===== config.mk =====
export PLATFORM = sky130hd
export DESIGN_NAME = lcfc_queue
export DESIGN_NICKNAME = d
export VERILOG_FILES = /design/src/hw/rtl/lcfc_pkg.sv /design/src/hw/rtl/lcfc_queue.sv
export SDC_FILE = /design/constraint.sdc
export NUM_CORES = 1
export LEC_CHECK = 0
export ABC_AREA = 1
export BUFFER_PORTS_ARGS = -buffer_cell sky130_fd_sc_hd__buf_2
export CORE_ASPECT_RATIO = 1.2
export CORE_MARGIN = 2
export CORE_UTILIZATION = 40
export DETAILED_ROUTE_END_ITERATION = 16
export GPL_TIMING_DRIVEN = 0
export PLACE_DENSITY_LB_ADDON = 0.12
export SLEW_MARGIN = 30
export SYNTH_ARGS = -nofsm -noshare
export SYNTH_HDL_FRONTEND = slang
export SYNTH_SLANG_ARGS = --single-unit

===== constraint.sdc =====
create_clock -name clk -period 6.3 [get_ports clk]
set_input_delay 0.945 -clock clk [delete_from_list [all_inputs] [get_ports clk]]
set_output_delay 0.945 -clock clk [all_outputs]
set_load 0.05 [all_outputs]

===== src/hw/rtl/lcfc_pkg.sv =====
// Shared constants, types and helper functions of the load-cell filter chain.
package lcfc_pkg;

    localparam int SAMPLE_W = 24;
    localparam int NOW_W = 32;
    localparam int TENTHS_W = 16;
    localparam int GRAMS_W = 13;
    localparam int SUM_OUT_W = 27;
    localparam int OFFSET_W = 27;
    localparam int GAIN_W = 32;
    localparam int INTERVAL_W = 16;
    localparam int CFG_DATA_W = 32;
    localparam int CFG_INDEX_W = 2;

    localparam int HISTORY_DEPTH_DEF = 200;
    localparam int AVERAGE_DEPTH_DEF = 5;
    localparam int QUEUE_DEPTH = 2;

    localparam int TENTHS_LIMIT = 30000;
    localparam int LOOK_EXTRA = 20;
    localparam int INTERVAL_RESET = 200;

    localparam logic [CFG_INDEX_W-1:0] CFG_ZERO_OFFSET = 2'd0;
    localparam logic [CFG_INDEX_W-1:0] CFG_GAIN_Q24 = 2'd1;
    localparam logic [CFG_INDEX_W-1:0] CFG_INTERVAL = 2'd2;

    typedef struct packed {
        logic signed [TENTHS_W-1:0] tenths;
        logic signed [GRAMS_W-1:0] weight;
        logic [SUM_OUT_W-1:0] sum;
        logic [NOW_W-1:0] now;
    } work_t;

    function automatic logic signed [SAMPLE_W-1:0] med3(
        input logic signed [SAMPLE_W-1:0] a,
        input logic signed [SAMPLE_W-1:0] b,
        input logic signed [SAMPLE_W-1:0] c
    );
        logic signed [SAMPLE_W-1:0] m;
        if ((b <= a && a <= c) || (c <= a && a <= b))
        begin
            m = a;
        end
        else if ((a <= b && b <= c) || (c <= b && b <= a))
        begin
            m = b;
        end
        else
        begin
            m = c;
        end
        return m;
    endfunction

    // Truncating divide by ten, exact for magnitudes up to 2^15 + 2^14.
    function automatic logic signed [GRAMS_W-1:0] div10(input logic signed [16:0] x);
        logic [16:0] mag;
        logic [31:0] prod;
        logic [GRAMS_W-1:0] q;
        mag = x[16] ? 17'(-x) : 17'(x);
        prod = 32'(mag[15:0]) * 32'd52429;
        q = GRAMS_W'(prod >> 19);
        return x[16] ? signed'(GRAMS_W'(-q)) : signed'(q);
    endfunction

endpackage


===== src/hw/rtl/lcfc_queue.sv =====
// Short word queue between the front and back ends.
module lcfc_queue (
    input  logic clk,
    input  logic rst_n,
    input  logic push_valid,
    output logic push_ready,
    input  lcfc_pkg::work_t push_word,
    output logic pop_valid,
    input  logic pop_ready,
    output lcfc_pkg::work_t pop_word
);

    localparam int DEPTH = lcfc_pkg::QUEUE_DEPTH;
    localparam int PTR_W = $clog2(DEPTH);
    localparam int CNT_W = $clog2(DEPTH + 1);

    lcfc_pkg::work_t slot_reg [DEPTH];
    logic [PTR_W-1:0] wr_ptr_reg, rd_ptr_reg;
    logic [CNT_W-1:0] count_reg;
    logic push, pop;

    assign push_ready = (count_reg != CNT_W'(DEPTH));
    assign pop_valid = (count_reg != '0);
    assign push = push_valid && push_ready;
    assign pop = pop_valid && pop_ready;
    assign pop_word = slot_reg[rd_ptr_reg];

    always_ff @(posedge clk or negedge rst_n)
    begin
        if (!rst_n)
        begin
            wr_ptr_reg <= '0;
            rd_ptr_reg <= '0;
            count_reg <= '0;
        end
        else
        begin
            if (push)
            begin
                wr_ptr_reg <= (wr_ptr_reg == PTR_W'(DEPTH - 1)) ? '0 : wr_ptr_reg + 1'b1;
            end
            if (pop)
            begin
                rd_ptr_reg <= (rd_ptr_reg == PTR_W'(DEPTH - 1)) ? '0 : rd_ptr_reg + 1'b1;
            end
            if (push && !pop)
            begin
                count_reg <= count_reg + 1'b1;
            end
            else if (pop && !push)
            begin
                count_reg <= count_reg - 1'b1;
            end
        end
    end

    always_ff @(posedge clk)
    begin
        if (push)
        begin
            slot_reg[wr_ptr_reg] <= push_word;
        end
    end

endmodule


==> reports/results.tsv <==
stage	metric	value	unit
yosys	sequential area share after synthesis	81.5	%
clocking	clock tree from TritonCTS	done	
route	Via-to-Cell Ratio	4.49	
critical_path	path type of the worst setup path	flop to output port	
place	detailed placer's ending HPWL	9.39	mm
die	count of standard-cell rows	51	
place	cell count after placement	889	
timing	Worst Slack Setup Final	3.57	ns
timing	Final Cycle Share	43.4	%
yosys	count of yosys warnings during synthesis	0	
timing	minimum clock period	2.73	ns
global_routing	aggregate global routing overflow	0	
final_layout	Largest register FFs	176	
die	Die Span Y	145	microns
timing	Least-Margin Pin Slew	0.549	ns
clocking	deepest level of the CTS H-tree	4	
final_layout	net count of the finished layout	789	
yosys	Synth top area share	79.9	%
timing	Worst Clk Skew	0.00482	ns
status	outcome	complete, no violations	
final_layout	final design area excluding fillers	0.00863	sq mm
critical_path	data required time of the critical path	5.35	ns
yosys	most area-consuming cells after synthesis	sky130_fd_sc_hd__edfxtp_1, sky130_fd_sc_hd__nand2_1, sky130_fd_sc_hd__dfrtp_1, sky130_fd_sc_hd__buf_2, sky130_fd_sc_hd__buf_4	
die	total die area	0.0176	sq mm
route	sum of met3 wire segment lengths after detailed routing	993	microns
global_routing	overall global routing resource usage	15.9	%
critical_path	element type at the critical path start	flop	
die	overall die width	121	microns
clocking	cell at the root of the clock tree	sky130_fd_sc_hd__clkbuf_16	
yosys	flip-flop and latch count after synthesis	180	
global_routing	largest net degree at the start of global routing	23	
power	Design Power	5.08	mW
timing	total count of max-transition violations in the final report	0	
timing	unrepaired setup endpoints after global routing	false	
clocking	clk sink count	180	
route	total routed wirelength	13.4	mm
route	via count of the routed design	4141	
yosys	Yosys cell types	14	
yosys	post-synthesis cell count	488	
route	M1 wire length	5.40	mm
flow_run	Maximum Capacitance Violations	0	
route	routed length on met2	6.82	mm
final_layout	fraction of the core area covered by cells at the end of the flow	53.3	%
min_path	Hold Crit Class	input port to asynchronous set/reset pin	
clocking	Resize count post-CTS	0	
route	Residual DRC	0	
critical_path	signal arrival time at the worst endpoint	1.79	ns
clocking	Max Root-Sink Buffers	2	
die	placeable core region	0.0162	sq mm
critical_path	Worst Reg-to-Reg Cells	6	
route	post-detailed-route count of antenna-violating nets	0	
final_layout	Cell Count, Final, Fillers Out	922	
timing	setup violation total in the final timing report	0	
yosys	Post-Syn Nets	581	
die	initial core utilization	40.8	%
route	first-iteration detailed-routing DRC count	224	
clocking	clock buffer count from CTS	17	
timing	final-layout setup total negative slack	0	ns
power	ratio of total power to cell area	588	mW/mm^2
die	number of primary I/O pins	182	
clocking	post-CTS setup repair buffer count	0	
route	uppermost metal layer occupied by signal nets	met5	
global_routing	antenna violations before repair	2	
timing	maximum clock frequency	0.366	GHz
clocking	register clock-pin slew on the reported worst setup and hold paths	0.06	ns
final_layout	layout overhead on the synthesized area	30.6	%
place	global placement routability congestion	0.726	
timing	WHS	0.321	ns
place	standard cell area after detailed placement	0.00802	sq mm
critical_path	worst-path fanout max	10	
yosys	synthesized area per cell	13.5	sq um
power	cell leakage power	3.74	nW
yosys	most area-hungry cell type in the Yosys netlist	sky130_fd_sc_hd__edfxtp_1	
route	detailed-route wire length per cell	14.5	microns
global_routing	vias in the first global route	4181	
clocking	cts hold-fix bufs	0	
route	first-pass iteration count of the detailed router	4	
global_routing	wire length of the first global-routing pass	20.8	mm
place	worst setup slack before clock tree synthesis	3.86	ns
place	number of port buffers	181	
yosys	Cell Area, Synth	0.00661	sq mm
timing	headroom to the max-slew limit	63.3	%
clocking	clock insertion delay at the later pin of the skew report	0.41	ns
final_layout	fraction of final layout cells with drive strength greater than 1	33.6	%
timing	Fin. Hold Viols	0	
power	worst vdd ir	0.000316	V
critical_path	element type at the critical path end	output port	
-- path summary, 6_finish.rpt --
path / slack (ns) / end / from
worst max-delay path: 3.57 / pop_word[61] / rd_ptr_reg
worst min-delay path: 0.32 / wr_ptr_reg / rst_n
worst max register to register: 4.37 / slot_reg[0][12] / count_reg[0]
worst min register to register: 0.51 / count_reg[0] / count_reg[0]
max in group asynchronous: 5.86 / count_reg[1] / rst_n
min in group clk: 0.51 / count_reg[0] / count_reg[0]
-- cell usage after synthesis (all sizes together) --
cell    number
nand2      274
edfxtp     176
buf         19
inv          7
dfrtp        4
nand3        2
nor2         2
ha           1
nand4        1
xnor2        1
xor2         1
-- metal layers --
| metal | up-vias | global-route usage (%) |
|---|---|---|
| li1 | 2072 | - |
| met1 | 1928 | 18.0 |
| met2 | 120 | 27.9 |
| met3 | 19 | 5.96 |
| met4 | 2 | 5.51 |
| met5 | - | 0 |
-- power by group --
group          total (mW)  leakage (nW)  switching [mW]  internal [mW]
clock                1.08         0.287           0.423          0.661
sequential           1.69          1.69          0.0592           1.63
combinational        2.30          1.77            1.78          0.515
total                5.08          3.74            2.27           2.81
-- layout make-up --
type,instances,area (sq um)
Fill cell,1408,7570
Sequential cell,180,5390
Timing Repair Buffer,189,1130
Multi-Input combinational cell,282,1100
Clock buffer,18,429
Tap cell,212,265
Clock inverter,14,184
Buffer,19,115
Inverter,7,28.8
Antenna cell,1,2.50
-- worst max-delay path: stages, from the launching register on --
cell and delay (ns):
sky130_fd_sc_hd__dfrtp_1 0.36, sky130_fd_sc_hd__buf_4 0.18, sky130_fd_sc_hd__inv_4 0.13, sky130_fd_sc_hd__buf_6 0.16
sky130_fd_sc_hd__buf_6 0.15, sky130_fd_sc_hd__nand2_1 0.06, sky130_fd_sc_hd__nand2_1 0.07, sky130_fd_sc_hd__buf_2 0.26
-- layout by cell type (no fill, tap or decap) --
master	n
sky130_fd_sc_hd__buf_16	8
sky130_fd_sc_hd__xor2_1	1
sky130_fd_sc_hd__clkinvlp_4	3
sky130_fd_sc_hd__buf_4	3
sky130_fd_sc_hd__buf_2	195
sky130_fd_sc_hd__buf_6	2
sky130_fd_sc_hd__xnor2_1	1
sky130_fd_sc_hd__nand3_1	2
sky130_fd_sc_hd__nand4_1	1
sky130_fd_sc_hd__nor2_4	2
sky130_fd_sc_hd__clkbuf_1	1
sky130_fd_sc_hd__edfxtp_1	176
sky130_fd_sc_hd__inv_6	2
sky130_fd_sc_hd__nand2_1	274
sky130_fd_sc_hd__clkinv_1	4
sky130_fd_sc_hd__inv_1	6
sky130_fd_sc_hd__inv_4	1
sky130_fd_sc_hd__clkinv_4	1
sky130_fd_sc_hd__clkbuf_16	17
sky130_fd_sc_hd__ha_1	1
sky130_fd_sc_hd__diode_2	1
sky130_fd_sc_hd__dfrtp_1	4
sky130_fd_sc_hd__bufinv_16	4
-- logic make-up (layout without fill, tap and decap cells) --
family / Yosys count / count (layout) / synth area share (%)
xor gates and xnor gates: 2 / 2 / 0.265
buffers and inverters: 26 / 247 / 2.18
adders and majority gates: 1 / 1 / 0.189
DFF: 180 / 180 / 81.5
other: 0 / 1 / 0
and+or+nand+nor: 279 / 279 / 15.9
Power figures use the tool's default switching activity.
