$ cat src/hw/rtl/lcfc_pkg.sv
// Shared constants, types and helper functions of the load-cell filter chain.
package lcfc_pkg;

    localparam int SAMPLE_W = 24;
    localparam int NOW_W = 32;
    localparam int TENTHS_W = 16;
    localparam int GRAMS_W = 13;
    localparam int SUM_OUT_W = 27;
    localparam int OFFSET_W = 27;
    localparam int GAIN_W = 32;
    localparam int INTERVAL_W = 16;
    localparam int CFG_DATA_W = 32;
    localparam int CFG_INDEX_W = 2;

    localparam int HISTORY_DEPTH_DEF = 200;
    localparam int AVERAGE_DEPTH_DEF = 5;
    localparam int QUEUE_DEPTH = 2;

    localparam int TENTHS_LIMIT = 30000;
    localparam int LOOK_EXTRA = 20;
    localparam int INTERVAL_RESET = 200;

    localparam logic [CFG_INDEX_W-1:0] CFG_ZERO_OFFSET = 2'd0;
    localparam logic [CFG_INDEX_W-1:0] CFG_GAIN_Q24 = 2'd1;
    localparam logic [CFG_INDEX_W-1:0] CFG_INTERVAL = 2'd2;

    typedef struct packed {
        logic signed [TENTHS_W-1:0] tenths;
        logic signed [GRAMS_W-1:0] weight;
        logic [SUM_OUT_W-1:0] sum;
        logic [NOW_W-1:0] now;
    } work_t;

    function automatic logic signed [SAMPLE_W-1:0] med3(
        input logic signed [SAMPLE_W-1:0] a,
        input logic signed [SAMPLE_W-1:0] b,
        input logic signed [SAMPLE_W-1:0] c
    );
        logic signed [SAMPLE_W-1:0] m;
        if ((b <= a && a <= c) || (c <= a && a <= b))
        begin
            m = a;
        end
        else if ((a <= b && b <= c) || (c <= b && b <= a))
        begin
            m = b;
        end
        else
        begin
            m = c;
        end
        return m;
    endfunction

    // Truncating divide by ten, exact for magnitudes up to 2^15 + 2^14.
    function automatic logic signed [GRAMS_W-1:0] div10(input logic signed [16:0] x);
        logic [16:0] mag;
        logic [31:0] prod;
        logic [GRAMS_W-1:0] q;
        mag = x[16] ? 17'(-x) : 17'(x);
        prod = 32'(mag[15:0]) * 32'd52429;
        q = GRAMS_W'(prod >> 19);
        return x[16] ? signed'(GRAMS_W'(-q)) : signed'(q);
    endfunction

endpackage

$ cat src/hw/rtl/lcfc_if.sv
// Valid/ready channel interfaces for samples and results.
interface lcfc_in_if;
    logic valid;
    logic ready;
    logic signed [lcfc_pkg::SAMPLE_W-1:0] raw_sample;
    logic [lcfc_pkg::NOW_W-1:0] now_ms;

    modport source(output valid, output raw_sample, output now_ms, input ready);
    modport sink(input valid, input raw_sample, input now_ms, output ready);
endinterface


$ cat src/hw/rtl/lcfc_front.sv
// Front end: raw median, AVERAGE_DEPTH-deep (default five) running sum, tare, gain and clamp to tenths.
module lcfc_front #(
    parameter int AVERAGE_DEPTH = lcfc_pkg::AVERAGE_DEPTH_DEF
) (
    input  logic clk,
    input  logic rst_n,
    lcfc_in_if.sink sample,
    input  logic signed [lcfc_pkg::OFFSET_W-1:0] zero_offset,
    input  logic signed [lcfc_pkg::GAIN_W-1:0] gain_q24,
    output logic push_valid,
    input  logic push_ready,
    output lcfc_pkg::work_t push_word
);

    localparam int SW = lcfc_pkg::SAMPLE_W;
    localparam int SLOT_W = (AVERAGE_DEPTH > 1) ? $clog2(AVERAGE_DEPTH) : 1;
    localparam int SUM_W = SW + $clog2(AVERAGE_DEPTH);
    localparam int SUM_X = (SUM_W > lcfc_pkg::SUM_OUT_W) ? SUM_W : lcfc_pkg::SUM_OUT_W;
    localparam int DIFF_W = SUM_X + 1;
    localparam int ACC_W = 64;

    localparam logic [2:0] F_IDLE = 3'd0;
    localparam logic [2:0] F_DIFF = 3'd1;
    localparam logic [2:0] F_MLO = 3'd2;
    localparam logic [2:0] F_MHI = 3'd3;
    localparam logic [2:0] F_SCALE = 3'd4;
    localparam logic [2:0] F_TENTH = 3'd5;
    localparam logic [2:0] F_PUSH = 3'd6;

    logic [2:0] state_reg, state_next;
    logic signed [SW-1:0] raw_reg [3];
    logic [1:0] raw_slot_reg;
    logic signed [SW-1:0] med_reg [AVERAGE_DEPTH];
    logic [SLOT_W-1:0] med_slot_reg;
    logic signed [SUM_W-1:0] sum_reg;
    logic [lcfc_pkg::NOW_W-1:0] now_reg;
    logic signed [DIFF_W-1:0] diff_reg;
    logic signed [ACC_W-1:0] acc_reg;
    logic signed [lcfc_pkg::TENTHS_W-1:0] tenths_reg;

    logic accept;
    logic signed [SW-1:0] w0, w1, w2, med_new;
    logic signed [SUM_X-1:0] sum_ext;
    logic signed [DIFF_W+16:0] p_lo;
    logic signed [DIFF_W+15:0] p_hi;
    logic signed [ACC_W-1:0] q_raw, q_fix;

    assign accept = sample.valid && sample.ready;
    assign sample.ready = (state_reg == F_IDLE);

    assign w0 = (raw_slot_reg == 2'd0) ? sample.raw_sample : raw_reg[0];
    assign w1 = (raw_slot_reg == 2'd1) ? sample.raw_sample : raw_reg[1];
    assign w2 = (raw_slot_reg == 2'd2) ? sample.raw_sample : raw_reg[2];
    assign med_new = lcfc_pkg::med3(w0, w1, w2);

    assign sum_ext = SUM_X'(sum_reg);
    assign p_lo = diff_reg * signed'({1'b0, gain_q24[15:0]});
    assign p_hi = diff_reg * signed'(gain_q24[31:16]);
    assign q_raw = acc_reg >>> 24;
    assign q_fix = (acc_reg[ACC_W-1] && (acc_reg[23:0] != 24'd0)) ? q_raw + 64'sd1 : q_raw;

    always_comb
    begin
        state_next = state_reg;
        unique case (state_reg)
            F_IDLE:  if (accept) state_next = F_DIFF;
            F_DIFF:  state_next = F_MLO;
            F_MLO:   state_next = F_MHI;
            F_MHI:   state_next = F_SCALE;
            F_SCALE: state_next = F_TENTH;
            F_TENTH: state_next = F_PUSH;
            F_PUSH:  if (push_ready) state_next = F_IDLE;
            default: state_next = F_IDLE;
        endcase
    end

    always_ff @(posedge clk or negedge rst_n)
    begin
        if (!rst_n)
        begin
            state_reg <= F_IDLE;
            raw_slot_reg <= 2'd0;
            med_slot_reg <= '0;
            sum_reg <= '0;
            for (int i = 0; i < 3; i++)
            begin
                raw_reg[i] <= '0;
            end
            for (int i = 0; i < AVERAGE_DEPTH; i++)
            begin
                med_reg[i] <= '0;
            end
        end
        else
        begin
            state_reg <= state_next;
            if (accept)
            begin
                raw_reg[raw_slot_reg] <= sample.raw_sample;
                raw_slot_reg <= (raw_slot_reg == 2'd2) ? 2'd0 : raw_slot_reg + 2'd1;
                med_reg[med_slot_reg] <= med_new;
                med_slot_reg <= (med_slot_reg == SLOT_W'(AVERAGE_DEPTH - 1)) ? '0
                                : med_slot_reg + 1'b1;
                sum_reg <= sum_reg + SUM_W'(med_new) - SUM_W'(med_reg[med_slot_reg]);
            end
        end
    end

    always_ff @(posedge clk)
    begin
        if (accept)
        begin
            now_reg <= sample.now_ms;
        end
        case (state_reg)
            F_DIFF:  diff_reg <= DIFF_W'(sum_ext) - DIFF_W'(zero_offset);
            F_MLO:   acc_reg <= ACC_W'(p_lo);
            F_MHI:   acc_reg <= acc_reg + (ACC_W'(p_hi) <<< 16);
            F_SCALE: acc_reg <= (acc_reg <<< 3) + (acc_reg <<< 1);
            F_TENTH:
            begin
                if (q_fix < -ACC_W'(lcfc_pkg::TENTHS_LIMIT))
                begin
                    tenths_reg <= -16'(lcfc_pkg::TENTHS_LIMIT);
                end
                else if (q_fix > ACC_W'(lcfc_pkg::TENTHS_LIMIT))
                begin
                    tenths_reg <= 16'(lcfc_pkg::TENTHS_LIMIT);
                end
                else
                begin
                    tenths_reg <= 16'(q_fix);
                end
            end
            default: ;
        endcase
    end

    assign push_valid = (state_reg == F_PUSH);
    assign push_word.tenths = tenths_reg;
    assign push_word.weight = lcfc_pkg::div10(17'(tenths_reg));
    assign push_word.sum = sum_ext[lcfc_pkg::SUM_OUT_W-1:0];
    assign push_word.now = now_reg;

endmodule

$ cat src/flat_wrapper.sv
// flat-port wrapper written by rule: the top's interface ports become plain ports
module lcfc_front_flat 
#(
    parameter int AVERAGE_DEPTH = lcfc_pkg::AVERAGE_DEPTH_DEF
)
  (clk, rst_n, zero_offset, gain_q24, push_valid, push_ready, push_word, sample_valid, sample_raw_sample, sample_now_ms, sample_ready);
  lcfc_in_if sample_i ();
  input  logic clk;
  input  logic rst_n;
  input  logic signed [lcfc_pkg::OFFSET_W-1:0] zero_offset;
  input  logic signed [lcfc_pkg::GAIN_W-1:0] gain_q24;
  output logic push_valid;
  input  logic push_ready;
  output lcfc_pkg::work_t push_word;
  input wire logic [$bits(sample_i.valid)-1:0] sample_valid;
  input wire logic [$bits(sample_i.raw_sample)-1:0] sample_raw_sample;
  input wire logic [$bits(sample_i.now_ms)-1:0] sample_now_ms;
  output wire logic [$bits(sample_i.ready)-1:0] sample_ready;
  assign sample_i.valid = sample_valid;
  assign sample_i.raw_sample = sample_raw_sample;
  assign sample_i.now_ms = sample_now_ms;
  assign sample_ready = sample_i.ready;
  lcfc_front #(.AVERAGE_DEPTH(AVERAGE_DEPTH)) u_core (.clk(clk), .rst_n(rst_n), .sample(sample_i), .zero_offset(zero_offset), .gain_q24(gain_q24), .push_valid(push_valid), .push_ready(push_ready), .push_word(push_word));
endmodule
$ cat config.mk
export PLATFORM = sky130hd
export DESIGN_NAME = lcfc_front_flat
export DESIGN_NICKNAME = d
export VERILOG_FILES = /design/src/hw/rtl/lcfc_pkg.sv /design/src/hw/rtl/lcfc_if.sv /design/src/hw/rtl/lcfc_front.sv /design/src/flat_wrapper.sv
export SDC_FILE = /design/constraint.sdc
export NUM_CORES = 2
export LEC_CHECK = 0
export ABC_AREA = 1
export BUFFER_PORTS_ARGS = -buffer_cell sky130_fd_sc_hd__buf_2
export CORE_UTILIZATION = 45
export CTS_BUF_LIST = sky130_fd_sc_hd__clkbuf_8
export CTS_CLUSTER_DIAMETER = 30
export DETAILED_ROUTE_END_ITERATION = 10
export PLACE_DENSITY = 0.69
export SLEW_MARGIN = 10
export SYNTH_ARGS = -nofsm -noshare
export SYNTH_HDL_FRONTEND = slang
export SYNTH_SLANG_ARGS = --single-unit
export TNS_END_PERCENT = 50
$ cat constraint.sdc
create_clock -name clk -period 10.77 [get_ports clk]
set_input_delay 2.154 -clock clk [delete_from_list [all_inputs] [get_ports clk]]
set_output_delay 2.154 -clock clk [all_outputs]
set_load 0.05 [all_outputs]
==> key figures <==
Outcome
  – Run status: finished, final reports clean

Yosys
  – Net count of the mapped netlist: 10829
  – Area share of the largest cell type after synthesis: 0.2865
  – EDFF count, synth: 140
  – Primary flip-flop cell chosen by synthesis mapping: dfrtp_1
  – Post-Syn Area per Cell: 7.428 um^2
  – Cell variety after synth: 60
  – Synthesized netlist cell count: 9154
  – Yosys reg bits: 367
  – Number of warnings issued by yosys: 0
  – Synthesized area: 0.06800 mm^2
  – Part of the Yosys area used for sequential elements: 0.1454
  – Share of synthesized flip-flops with an asynchronous set or reset: 0.6185
  – Leading post-synthesis cells by cell area: fa_1 29%, nand2_1 12%, inv_1 12%, ha_1 11%, dfrtp_1 8.4%
  – Largest area contributor in the netlist: fa_1

CTS
  – Inserted Clock Buffers: 92
  – Buffer levels on the longest clock path: 3
  – Hold buffer count at CTS: 0
  – Clock transition time at the flip-flop clock pins of the worst setup and hold paths: 0.06 ns
  – Clock tree from TritonCTS: built
  – Clk_lat worst skew: 0.80 ns
  – CTS Root Buffer Type: clkbuf_8
  – Total number of H-tree levels: 3
  – Clock sink total: 367

Detailed routing
  – Total via count in the routed design: 60510
  – Drt initial violations: 4406
  – Wire length after detailed routing: 217600 um
  – Post-route ant nets: 0
  – Residual DRC count: 0
  – Vias per std cell: 5.328
  – First-pass iteration count of the detailed router: 8
  – Per-cell routed wire length: 19.16 um

Timing
  – Worst setup skew after layout: 0.06495 ns
  – Fin Setup TNS: 0 ns
  – Number of endpoints failing setup at the final stage: 0
  – Final hold violations: 0
  – Worst Max-Slew Pin Slew: 1.230 ns
  – Remaining max-slew budget at the tightest pin: 0.1733
  – Final period utilization: 0.9549
  – Setup repair after global routing missed its margin: false
  – Maximum achievable frequency: 97.24 MHz
  – Min Clock Period, post-route: 10.28 ns
  – Count of pins over their slew limit: 0

Placement
  – Post-DP HPWL: 175800 um
  – Port Buf Inserts: 208
  – RePlAce Congestion: 1.016

Layout
  – Synthesis-to-layout area growth: 7.878%
  – Filler cell count: 14902
  – Post-layout nets: 10933
  – Multi-input gate area: 0.04892 mm^2
  – FF+latch area: 0.009884 mm^2
  – Share of final-layout standard cells stronger than drive strength 1: 0.06064
  – Largest register FFs: 120

Die
  – I/O pins: 209
  – Area of the placeable core: 0.1500 mm^2
  – Initial cell density of the core: 0.4534
  – Row cnt: 142
  – Die H: 390.7 um
  – DIE WIDTH: 390.7 um
  – DIE AREA: 0.1527 mm^2

Global routing
  – Initial antenna violation count: 9
  – Global-route wire length before repair: 344300 um
  – Gr ovfl total: 0
  – Global Route Usage Sum: 0.2907
  – Pin count of the biggest net entering global routing: 107
  – Vias in the first global route: 62065

Critical path
  – Critical path startpoint category: flop
  – Critical Setup Path Class: flop to primary output
  – CP endpoint kind: primary output
  – Worst path most repeated cell: nand2_1
  – Crit-path max FO: 6
  – CP required: 8.62 ns
  – Critical-path cell with the highest stage delay: fa_1
  – Signal arrival time at the worst endpoint: 8.13 ns
  – Stage delay of the slowest cell on the critical path: 0.53 ns

Hold path
  – Worst min path class: flop to flop

Run
  – Max Cap Viol: 0
## timing repair
item	4_1_cts	5_1_grt
resized for setup	0	5
setup endpoints to repair	0	10
setup buffers	0	4
## worst paths after layout
path / startpoint / end / slack [ns] / cells after the start
max in group asynchronous: rst_n / u_core.med_reg[73] / 7.96 / 2
min in group asynchronous: rst_n / u_core.raw_reg[33] / 1.36 / 1
setup / recovery: u_core.tenths_reg[0] / push_word[71] / 0.49 / 35
hold reg to reg: u_core.med_reg[78] / u_core.med_reg[78] / 0.48 / 2
setup reg to reg: u_core.diff_reg[5] / u_core.acc_reg[36] / 1.81 / 30
hold / removal: u_core.med_reg[78] / u_core.med_reg[78] / 0.48 / 2
## cells by family after synthesis
family	Yosys count	share of synthesized area
adder cells (fa/ha/maj)	1556	0.3937
XOR/XNOR	169	0.02177
AO/OA/AOI/OAI	1363	0.1104
AND/OR/NAND/NOR	3243	0.1926
multiplexers	1	0.0001472
buffers and inverters	2455	0.1360
flip-flops	367	0.1454
## cell type report
class                           instances  area share
Clock buffer                          100     0.01876
Tap cell                             2016     0.03439
Sequential cell                       367      0.1348
Inverter                             2170      0.1111
Clock inverter                         70     0.01063
Antenna cell                            7   0.0002388
Timing Repair Buffer                  295     0.02323
Multi-Input combinational cell       6332      0.6669
## Yosys cell counts (all sizes together) (68+ instances only)
cell type  count
fa           973
nand2       2229
xor2         112
nor2         525
edfxtp       140
ha           583
inv         2164
nor3          68
dfrtp        227
o21ai        658
nand3        266
a21oi        461
clkbuf       218
## layer usage
metal,GRT usage,share of wire,vias to the layer above
met3,0.05040,0.079,544
met2,0.4885,0.47,2298
met5,0,0.00037,-
met4,0.1333,0.048,12
met1,0.3634,0.40,29372
li1,-,-,28284
## cell usage in the layout, fill, tap and decap left out, types with 26 or more instances in the layout
| cell | netlist | final |
|---|---|---|
| a31oi_1 | 37 | 37 |
| a21oi_1 | 455 | 455 |
| inv_1 | 2154 | 2161 |
| o21a_1 | 26 | 26 |
| xnor2_1 | 57 | 57 |
| edfxtp_1 | 140 | 140 |
| or2_2 | 39 | 39 |
| ha_1 | 583 | 583 |
| fa_1 | 973 | 973 |
| nand2_1 | 2220 | 2218 |
| xor2_1 | 112 | 111 |
| dfrtp_1 | 227 | 227 |
| nor2_1 | 512 | 505 |
| nor3_1 | 64 | 61 |
| o21ai_0 | 602 | 601 |
| a21o_1 | 44 | 44 |
| buf_4 | 2 | 87 |
| nand3_1 | 265 | 265 |
| buf_2 | 13 | 207 |
| clkbuf_8 | 0 | 100 |
| o21ai_1 | 42 | 43 |
| nand4_1 | 67 | 67 |
## worst max-delay path, delay by kind of cell, from the launching register on
| kind | cells | cell delay (ns) |
|---|---|---|
| buffers and inverters | 8 | 1.02 |
| AND/OR/NAND/NOR | 14 | 1.65 |
| AO/OA/AOI/OAI | 3 | 0.53 |
| XOR/XNOR | 2 | 0.46 |
| flip-flops | 1 | 0.49 |
| adder cells (fa/ha/maj) | 8 | 3.16 |
## through the flow
step,cells,worst slack [ns],hold slack [ns],util,cell area (um^2)
after global routing,11352,0.01424,0.5034,0.4891,73340
final,11357,0.4858,0.4826,0.4892,73350
after global placement,11176,0.3568,0.4618,0.4743,71130
after detailed placement,11176,0.3043,0.4707,0.4743,71130
after floorplan,9154,1.324,0.4479,-,68000
after CTS,11346,0.08667,0.4866,0.4887,73280
Power is not shown: default switching activity piles up to over one toggle a cycle in this logic, so the estimate is an artifact.
